--- config.mk ---
export PLATFORM = sky130hd
export DESIGN_NAME = running_sample_statistics_unit_flat
export DESIGN_NICKNAME = d
export VERILOG_FILES = /design/src/rtl/rss_pkg.sv /design/src/rtl/rss_req_if.sv /design/src/rtl/rss_rsp_if.sv /design/src/rtl/running_sample_statistics_unit.sv /design/src/flat_wrapper.sv
export SDC_FILE = /design/constraint.sdc
export NUM_CORES = 2
export LEC_CHECK = 0
export ABC_AREA = 1
export BUFFER_PORTS_ARGS = -buffer_cell sky130_fd_sc_hd__buf_2
export CAP_MARGIN = 20
export CORE_AREA = 2 2 275 331
export DETAILED_ROUTE_END_ITERATION = 10
export DIE_AREA = 0 0 277 333
export PLACE_DENSITY = 0.59
export SLEW_MARGIN = 25
export SYNTH_ARGS = -nofsm -noshare
export SYNTH_HDL_FRONTEND = slang
export SYNTH_SLANG_ARGS = --single-unit
--- constraint.sdc ---
create_clock -name clock -period 19 [get_ports clock]
set_clock_uncertainty 0.2 [all_clocks]
set_input_delay 1.9 -clock clock [delete_from_list [all_inputs] [get_ports clock]]
set_output_delay 1.9 -clock clock [all_outputs]
set_load 0.05 [all_outputs]
--- src/rtl/rss_pkg.sv ---
// shared widths and opcodes for the running sample statistics block
package rss_pkg;

   // fixed field widths of the request and response words
   localparam int SAMPLE_W    = 16;
   localparam int COUNT_OUT_W = 24;
   localparam int MEAN_W      = 16;
   localparam int RMS_W       = 16;

   // request opcodes
   localparam logic OP_ADD   = 1'b0;
   localparam logic OP_CLEAR = 1'b1;

endpackage

--- src/rtl/rss_req_if.sv ---
// request channel: opcode and sample word
interface rss_req_if;
   import rss_pkg::*;

   logic                       valid;
   logic                       ready;
   logic                       opcode;
   logic signed [SAMPLE_W-1:0] sample;

   modport source (output valid, output opcode, output sample, input ready);
   modport sink   (input valid, input opcode, input sample, output ready);
endinterface

--- src/rtl/rss_rsp_if.sv ---
// response channel: count, min, max, mean, rms and saturation flag
interface rss_rsp_if;
   import rss_pkg::*;

   logic                       valid;
   logic                       ready;
   logic [COUNT_OUT_W-1:0]     sample_count;
   logic signed [SAMPLE_W-1:0] minimum;
   logic signed [SAMPLE_W-1:0] maximum;
   logic signed [MEAN_W-1:0]   mean;
   logic [RMS_W-1:0]           rms;
   logic                       count_full;

   modport source (output valid, output sample_count, output minimum, output maximum,
                   output mean, output rms, output count_full, input ready);
   modport sink   (input valid, input sample_count, input minimum, input maximum,
                   input mean, input rms, input count_full, output ready);
endinterface

--- src/rtl/running_sample_statistics_unit.sv ---
// running min, max, mean and rms over a stream of signed samples
//
// One request word is taken at a time. A clear word empties the statistics and
// answers without any arithmetic. An add word is squared and accumulated; then
// a radix-2 restoring divider forms sum/count in SAMPLE_BITS + COUNT_BITS steps
// and square_sum/count in 2*SAMPLE_BITS - 2 + COUNT_BITS steps, and the same
// subtractor then runs the SAMPLE_BITS steps of the digit-by-digit square root.
// The finished word sits in an output register, so the next request is taken
// while it waits to be read. Once the count reaches 2^COUNT_BITS - 1 further
// samples are ignored and count_full reads 1 until the next clear.
module running_sample_statistics_unit #(
   parameter int COUNT_BITS  = 24,
   parameter int SAMPLE_BITS = 16
) (
   input logic        clock,
   input logic        reset,
   rss_req_if.sink    req_if,
   rss_rsp_if.source  rsp_if
);
   import rss_pkg::*;

   localparam int S      = SAMPLE_BITS;
   localparam int C      = COUNT_BITS;
   localparam int SUM_W  = S + C;
   localparam int SQ_W   = 2 * S - 2 + C;
   localparam int UW     = (C + 1 > S + 2) ? C + 1 : S + 2;
   localparam int STEP_W = $clog2(SQ_W + 1);
   localparam logic [C-1:0] COUNT_MAX = {C{1'b1}};

   typedef enum logic [3:0] {
      ST_IDLE,
      ST_SQUARE,
      ST_ACCUM,
      ST_LOAD_MEAN,
      ST_DIV_MEAN,
      ST_LOAD_SQ,
      ST_DIV_SQ,
      ST_LOAD_ROOT,
      ST_ROOT,
      ST_DONE
   } state_type;

   state_type state_ff, state_in;

   // running statistics
   logic signed [S-1:0]     min_ff, min_in;
   logic signed [S-1:0]     max_ff, max_in;
   logic signed [SUM_W-1:0] sum_ff, sum_in;
   logic [SQ_W-1:0]         sqsum_ff, sqsum_in;
   logic [C-1:0]            count_ff, count_in;

   // working registers
   logic signed [S-1:0]     smp_ff, smp_in;
   logic [2*S-1:0]          sq_ff, sq_in;
   logic [SQ_W-1:0]         dvd_ff, dvd_in;
   logic [UW-1:0]           rem_ff, rem_in;
   logic [S-1:0]            root_ff, root_in;
   logic [STEP_W-1:0]       step_ff, step_in;
   logic [MEAN_W-1:0]       mean_ff, mean_in;

   // output word register
   logic                    rsp_valid_ff, rsp_valid_in;
   logic [COUNT_OUT_W-1:0]  rsp_count_ff, rsp_count_in;
   logic [SAMPLE_W-1:0]     rsp_min_ff, rsp_min_in;
   logic [SAMPLE_W-1:0]     rsp_max_ff, rsp_max_in;
   logic [MEAN_W-1:0]       rsp_mean_ff, rsp_mean_in;
   logic [RMS_W-1:0]        rsp_rms_ff, rsp_rms_in;
   logic                    rsp_full_ff, rsp_full_in;

   // shared subtractor: divider step or square root step
   logic [UW:0]             sub_a;
   logic [UW:0]             sub_b;
   logic [UW:0]             sub_diff;
   logic                    sub_fits;
   logic signed [2*S-1:0]   prod;
   logic [SUM_W-1:0]        sum_mag;
   logic [SUM_W:0]          quot_ext;
   logic [SUM_W:0]          mean_full;
   logic                    req_take;

   assign req_if.ready = (state_ff == ST_IDLE);
   assign req_take     = req_if.valid && req_if.ready;

   always_comb begin
      if (state_ff == ST_ROOT) begin
         sub_a = (UW + 1)'({rem_ff[S-1:0], dvd_ff[SQ_W-1 -: 2]});
         sub_b = (UW + 1)'({root_ff, 2'b01});
      end else begin
         sub_a = (UW + 1)'({rem_ff[C-1:0], dvd_ff[SQ_W-1]});
         sub_b = (UW + 1)'(count_ff);
      end
      sub_diff = sub_a - sub_b;
      sub_fits = !sub_diff[UW];
   end

   // square, magnitude and signed mean helpers
   always_comb begin
      prod      = smp_ff * smp_ff;
      sum_mag   = sum_ff[SUM_W-1] ? SUM_W'(-sum_ff) : SUM_W'(sum_ff);
      quot_ext  = {1'b0, dvd_ff[SUM_W-1:0]};
      mean_full = sum_ff[SUM_W-1] ? (~quot_ext + 1'b1) : quot_ext;
   end

   // sequencer next state
   always_comb begin
      state_in     = state_ff;
      min_in       = min_ff;
      max_in       = max_ff;
      sum_in       = sum_ff;
      sqsum_in     = sqsum_ff;
      count_in     = count_ff;
      smp_in       = smp_ff;
      sq_in        = sq_ff;
      dvd_in       = dvd_ff;
      rem_in       = rem_ff;
      root_in      = root_ff;
      step_in      = step_ff;
      mean_in      = mean_ff;
      rsp_valid_in = rsp_valid_ff;
      rsp_count_in = rsp_count_ff;
      rsp_min_in   = rsp_min_ff;
      rsp_max_in   = rsp_max_ff;
      rsp_mean_in  = rsp_mean_ff;
      rsp_rms_in   = rsp_rms_ff;
      rsp_full_in  = rsp_full_ff;

      if (rsp_valid_ff && rsp_if.ready) begin
         rsp_valid_in = 1'b0;
      end

      case (state_ff)
         ST_IDLE: begin
            if (req_take) begin
               if (req_if.opcode == OP_CLEAR) begin
                  min_in   = '0;
                  max_in   = '0;
                  sum_in   = '0;
                  sqsum_in = '0;
                  count_in = '0;
                  state_in = ST_DONE;
               end else begin
                  smp_in   = $signed(req_if.sample[S-1:0]);
                  state_in = ST_SQUARE;
               end
            end
         end
         ST_SQUARE: begin
            sq_in    = $unsigned(prod);
            state_in = ST_ACCUM;
         end
         ST_ACCUM: begin
            if (count_ff != COUNT_MAX) begin
               if (count_ff == '0) begin
                  min_in = smp_ff;
                  max_in = smp_ff;
               end else begin
                  if (smp_ff < min_ff) min_in = smp_ff;
                  if (smp_ff > max_ff) max_in = smp_ff;
               end
               sum_in   = sum_ff + SUM_W'(smp_ff);
               sqsum_in = sqsum_ff + SQ_W'(sq_ff);
               count_in = count_ff + 1'b1;
            end
            state_in = ST_LOAD_MEAN;
         end
         ST_LOAD_MEAN: begin
            if (count_ff == '0) begin
               state_in = ST_DONE;
            end else begin
               dvd_in   = SQ_W'(sum_mag) << (SQ_W - SUM_W);
               rem_in   = '0;
               step_in  = STEP_W'(SUM_W);
               state_in = ST_DIV_MEAN;
            end
         end
         ST_DIV_MEAN, ST_DIV_SQ: begin
            rem_in  = sub_fits ? sub_diff[UW-1:0] : sub_a[UW-1:0];
            dvd_in  = {dvd_ff[SQ_W-2:0], sub_fits};
            step_in = step_ff - 1'b1;
            if (step_ff == STEP_W'(1)) begin
               state_in = (state_ff == ST_DIV_MEAN) ? ST_LOAD_SQ : ST_LOAD_ROOT;
            end
         end
         ST_LOAD_SQ: begin
            mean_in  = mean_full[MEAN_W-1:0];
            dvd_in   = sqsum_ff;
            rem_in   = '0;
            step_in  = STEP_W'(SQ_W);
            state_in = ST_DIV_SQ;
         end
         ST_LOAD_ROOT: begin
            dvd_in   = SQ_W'(dvd_ff[2*S-1:0]) << (SQ_W - 2 * S);
            rem_in   = '0;
            root_in  = '0;
            step_in  = STEP_W'(S);
            state_in = ST_ROOT;
         end
         ST_ROOT: begin
            rem_in  = sub_fits ? sub_diff[UW-1:0] : sub_a[UW-1:0];
            dvd_in  = {dvd_ff[SQ_W-3:0], 2'b00};
            root_in = {root_ff[S-2:0], sub_fits};
            step_in = step_ff - 1'b1;
            if (step_ff == STEP_W'(1)) begin
               state_in = ST_DONE;
            end
         end
         ST_DONE: begin
            // load the output word once the previous one is gone
            if (!rsp_valid_ff || rsp_if.ready) begin
               rsp_valid_in = 1'b1;
               rsp_count_in = COUNT_OUT_W'(count_ff);
               rsp_min_in   = SAMPLE_W'(min_ff);
               rsp_max_in   = SAMPLE_W'(max_ff);
               rsp_mean_in  = (count_ff == '0) ? '0 : mean_ff;
               rsp_rms_in   = (count_ff == '0) ? '0 : RMS_W'(root_ff);
               rsp_full_in  = (count_ff == COUNT_MAX);
               state_in     = ST_IDLE;
            end
         end
         default: begin
            state_in = ST_IDLE;
         end
      endcase
   end

   // state and registered outputs
   always_ff @(posedge clock) begin
      if (reset) begin
         state_ff     <= ST_IDLE;
         rsp_valid_ff <= 1'b0;
         min_ff       <= '0;
         max_ff       <= '0;
         sum_ff       <= '0;
         sqsum_ff     <= '0;
         count_ff     <= '0;
      end else begin
         state_ff     <= state_in;
         rsp_valid_ff <= rsp_valid_in;
         min_ff       <= min_in;
         max_ff       <= max_in;
         sum_ff       <= sum_in;
         sqsum_ff     <= sqsum_in;
         count_ff     <= count_in;
      end
      smp_ff       <= smp_in;
      sq_ff        <= sq_in;
      dvd_ff       <= dvd_in;
      rem_ff       <= rem_in;
      root_ff      <= root_in;
      step_ff      <= step_in;
      mean_ff      <= mean_in;
      rsp_count_ff <= rsp_count_in;
      rsp_min_ff   <= rsp_min_in;
      rsp_max_ff   <= rsp_max_in;
      rsp_mean_ff  <= rsp_mean_in;
      rsp_rms_ff   <= rsp_rms_in;
      rsp_full_ff  <= rsp_full_in;
   end

   assign rsp_if.valid        = rsp_valid_ff;
   assign rsp_if.sample_count = rsp_count_ff;
   assign rsp_if.minimum      = rsp_min_ff;
   assign rsp_if.maximum      = rsp_max_ff;
   assign rsp_if.mean         = rsp_mean_ff;
   assign rsp_if.rms          = rsp_rms_ff;
   assign rsp_if.count_full   = rsp_full_ff;

   // divider remainder always below the divisor
   assert property (@(posedge clock) disable iff (reset)
      (state_ff == ST_DIV_MEAN || state_ff == ST_DIV_SQ) |-> rem_ff < UW'(count_ff))
      else $error("divider remainder not below count");

   // root remainder bounded by twice the partial root
   assert property (@(posedge clock) disable iff (reset)
      state_ff == ST_ROOT |-> rem_ff <= UW'({root_ff, 1'b0}))
      else $error("square root remainder out of range");

   // min never above max once a sample is held
   assert property (@(posedge clock) disable iff (reset)
      count_ff != '0 |-> min_ff <= max_ff)
      else $error("running min above running max");

   // an add step raises the count by exactly one unless saturated
   assert property (@(posedge clock) disable iff (reset)
      (state_ff == ST_ACCUM && count_ff != COUNT_MAX) |=> count_ff == $past(count_ff) + 1'b1)
      else $error("count did not advance on add");

   // a clear word empties the statistics
   assert property (@(posedge clock) disable iff (reset)
      (req_take && req_if.opcode == OP_CLEAR) |=> (count_ff == '0 && sum_ff == '0 && sqsum_ff == '0))
      else $error("clear did not empty statistics");

endmodule
--- src/flat_wrapper.sv ---
// flat-port wrapper written by rule: the top's interface ports become plain ports
module running_sample_statistics_unit_flat import rss_pkg::*;
#(
   parameter int COUNT_BITS  = 24,
   parameter int SAMPLE_BITS = 16
)
  (clock, reset, req_if_valid, req_if_opcode, req_if_sample, req_if_ready, rsp_if_valid, rsp_if_sample_count, rsp_if_minimum, rsp_if_maximum, rsp_if_mean, rsp_if_rms, rsp_if_count_full, rsp_if_ready);
  rss_req_if req_if_i ();
  rss_rsp_if rsp_if_i ();
  input logic clock;
  input logic reset;
  input wire logic [$bits(req_if_i.valid)-1:0] req_if_valid;
  input wire logic [$bits(req_if_i.opcode)-1:0] req_if_opcode;
  input wire logic [$bits(req_if_i.sample)-1:0] req_if_sample;
  output wire logic [$bits(req_if_i.ready)-1:0] req_if_ready;
  output wire logic [$bits(rsp_if_i.valid)-1:0] rsp_if_valid;
  output wire logic [$bits(rsp_if_i.sample_count)-1:0] rsp_if_sample_count;
  output wire logic [$bits(rsp_if_i.minimum)-1:0] rsp_if_minimum;
  output wire logic [$bits(rsp_if_i.maximum)-1:0] rsp_if_maximum;
  output wire logic [$bits(rsp_if_i.mean)-1:0] rsp_if_mean;
  output wire logic [$bits(rsp_if_i.rms)-1:0] rsp_if_rms;
  output wire logic [$bits(rsp_if_i.count_full)-1:0] rsp_if_count_full;
  input wire logic [$bits(rsp_if_i.ready)-1:0] rsp_if_ready;
  assign req_if_i.valid = req_if_valid;
  assign req_if_i.opcode = req_if_opcode;
  assign req_if_i.sample = req_if_sample;
  assign req_if_ready = req_if_i.ready;
  assign rsp_if_valid = rsp_if_i.valid;
  assign rsp_if_sample_count = rsp_if_i.sample_count;
  assign rsp_if_minimum = rsp_if_i.minimum;
  assign rsp_if_maximum = rsp_if_i.maximum;
  assign rsp_if_mean = rsp_if_i.mean;
  assign rsp_if_rms = rsp_if_i.rms;
  assign rsp_if_count_full = rsp_if_i.count_full;
  assign rsp_if_i.ready = rsp_if_ready;
  running_sample_statistics_unit #(.COUNT_BITS(COUNT_BITS), .SAMPLE_BITS(SAMPLE_BITS)) u_core (.clock(clock), .reset(reset), .req_if(req_if_i), .rsp_if(rsp_if_i));
endmodule
==> summary.md <==
| Metric | Value |
|---|---|
| Status | `finished clean` |
| Die width | `277 um` |
| DRT antenna net count | `0` |
| Clock Tree Root | `clkbuf_16` |
| Die H | `333 um` |
| Pins over their slew limit | `0` |
| Area added between synthesis and finish | `9.62%` |
| Dpl ws | `12.01 ns` |
| FILL cells | `9169` |
| Clock transition at path regs | `0.06 ns` |
| Hpwl dp | `86.8 mm` |
| Via count | `30700` |
| Core footprint | `88900 um^2` |
| Total track usage | `0.238` |
| Setup WS post-layout | `12.00 ns` |
| Number of buffers created by CTS | `48` |
| Unique masters post-synth | `46` |
| Cells after Synth | `4728` |
| Final worst-path cycle share | `0.369` |
| Finished Layout Cells | `5988` |
| Floorplan row count | `120` |
| Setup TNS | `0 ns` |
| Htree depth | `2` |
| RSZ-0062 raised after global routing | `false` |
| Crit-path max cell delay | `0.54 ns` |
| Sequential fraction of the synthesis area | `0.302` |
| Worst path cell trace | `buf_4 -> clkinv_1 -> nor2_1 -> xnor2_1 -> ha_1 -> a31o_2 -> fa_1 -> fa_1 -> fa_1 -> fa_1 -> inv_1 -> fa_1 -> inv_1 -> ha_1 -> nand4_1 -> nor3_1 -> nand4_1 -> nand3_1 -> a21oi_1 -> xnor2_1` |
| Mapped cell area | `35300 um^2` |
| Layout cells sized above 1 | `0.0563` |
| Vias per cell | `5.13` |
| Post-CTS Setup Inserts | `0` |
| TritonCTS clock tree | `yes` |
| Max-Slew Margin vs Limit | `0.312` |
| Final core utilization | `0.435` |
| Min-delay worst type | `reg -> reg` |
| Most frequent cells in the layout | `nand2_1, inv_1, nor2_1, a21oi_1, edfxtp_1` |
| Initial antenna violation count | `0` |
| Vias in the first global route | `30900` |
| Synth Area per Inst | `7.47 um^2` |
| Syn. warnings | `0` |
| WP data required | `19.17 ns` |
| Crit Path Category | `reg -> reg` |
| Die area | `92200 um^2` |
| CTS Sinks | `407` |
| Peak Freq | `143 MHz` |
| Starting Density | `0.397` |
| Post_cts resized | `0` |
| Final GP Congestion | `0.956` |
| # Max-Cap Violations | `0` |
| CP max stage cell | `fa_1` |
| Leading cell type in the layout, fill and taps excluded | `nand2_1` |
| Clk_lat worst skew | `0.64 ns` |
| N_diodes | `0` |
| Total Wirelength | `110 mm` |
| Type of origin of the critical path | `flop` |
| IO buf count | `111` |
| DRC violations left | `0` |
| Clock buffer depth | `3` |
| Final setup fails | `0` |
| CP arrival | `7.17 ns` |
| Layout net count | `5267` |
| DR iter-0 viols | `2224` |
| Largest net degree at the start of global routing | `84` |
| Drt pass-1 iters | `6` |
| Most frequent CP cell | `fa_1` |
| Boundary Pins | `112` |
| Worst-margin pin slew | `1.03 ns` |
| Critical Path Fanout Max | `51` |
| Tmin final | `7.00 ns` |
| Hold Violations, Final | `0` |
| GR Overflow Total | `0` |
| First-pass GRT wire length | `173 mm` |
| Crit end category | `flop` |
| Routed WL per cell | `18.4 um` |
| Mapped Nets | `5206` |
| Hold-fix buffer count after cts | `0` |
| Yosys reg bits | `407` |
| DP Cell Count | `5896` |
flip-flops by register name (all words and copies together), names as in the netlist:
register and flops:
u_core.rsp_if.maximum 16, u_core.rsp_if.mean 16, u_core.rsp_if.minimum 16, u_core.max_ff 16, u_core.mean_ff 16, u_core.rsp_if.count_full 1, u_core.state_ff 4, u_core.step_ff 6
u_core.sq_ff 31, u_core.smp_ff 16, u_core.rsp_if.sample_count 24, u_core.rem_ff 24, u_core.count_ff 24, u_core.rsp_if.valid 1, u_core.dvd_ff 54, u_core.root_ff 16
u_core.min_ff 16, u_core.rsp_if.rms 16, u_core.sqsum_ff 54, u_core.sum_ff 40
cells in the mapped netlist (all sizes together):
| library cell | instances | area (um^2) |
|---|---|---|
| a31o | 3 | 26.3 |
| nand2 | 1238 | 4660 |
| inv | 867 | 3260 |
| buf | 55 | 300 |
| o21a | 4 | 30.0 |
| and2 | 3 | 18.8 |
| and3 | 1 | 6.26 |
| nand4 | 63 | 394 |
| nor3b | 2 | 15.0 |
| a221oi | 33 | 289 |
| o21ai | 152 | 761 |
| a21oi | 299 | 1500 |
| nand3b | 26 | 195 |
| or2 | 18 | 113 |
| fa | 235 | 4700 |
| nor3 | 58 | 305 |
| a21boi | 2 | 15.0 |
| o221ai | 12 | 105 |
| xor2 | 90 | 788 |
| dfxtp | 155 | 3100 |
| a21o | 11 | 82.6 |
| nand3 | 233 | 1170 |
| nor4 | 14 | 87.6 |
| xnor2 | 38 | 333 |
| a22oi | 7 | 52.6 |
| o22ai | 17 | 106 |
| a211oi | 4 | 30.0 |
| o2111ai | 6 | 52.6 |
| clkinv | 3 | 11.3 |
| a31oi | 11 | 68.8 |
| edfxtp | 252 | 7570 |
| o21bai | 33 | 248 |
| clkbuf | 78 | 293 |
| nor2 | 478 | 1810 |
| ha | 222 | 2780 |
| o211ai | 5 | 37.5 |
logic make-up after synthesis:
| logic type | Yosys count | share of synthesized area |
|---|---|---|
| compound gates | 599 | 0.0964 |
| xor+xnor | 128 | 0.0318 |
| fa+ha+maj | 457 | 0.212 |
| buf+inv | 1003 | 0.109 |
| flops | 407 | 0.302 |
| simple gates | 2134 | 0.248 |
cell type report:
cell class                 instances  area (um^2)  share of cell area
multi-input combinational       3318        20800               0.538
sequential                       407        10700               0.276
inverter                         870         3270              0.0845
tap                             1159         1450              0.0375
clock buffer                      62         1290              0.0334
timing repair buffer             144          821              0.0212
clock inverter                    28          383             0.00989
path summary, 6_finish.rpt:
kind / startpoint / to / slack, ns / cells after the start
max reg2reg: u_core.smp_ff[15] / u_core.sq_ff[24] / 12.00 / 20
max: u_core.smp_ff[15] / u_core.sq_ff[24] / 12.00 / 20
min reg2reg: u_core.dvd_ff[0] / u_core.mean_ff[0] / 0.26 / 0
min: u_core.dvd_ff[0] / u_core.mean_ff[0] / 0.26 / 0
stage by stage:
stage	hold WS, ns	cell area [um^2]
floorplan	0.226	35300
global placement	0.249	37000
detailed placement	0.249	37000
CTS	0.265	38700
global route	0.283	38700
finish	0.262	38700
metal layers:
layer	vias to the layer above	wire, um	GRT usage
li1	15200	-	-
met1	14600	45100	0.281
met2	733	56300	0.442
met3	207	4410	0.0248
met4	0	4480	0.0920
met5	-	0	0
critical path: cells and delay by family (launching register included):
kind                     cells  cell delay, ns
flip-flops                   1            0.32
adder cells (fa/ha/maj)      7            3.15
buffers and inverters        4            1.09
XOR/XNOR                     2            0.25
AND/OR/NAND/NOR              5            1.35
AO/OA/AOI/OAI                2            0.34
Power is left out: the tool's default activity adds up to more than one toggle a clock period on the data nets, which glitch-free logic cannot reach.
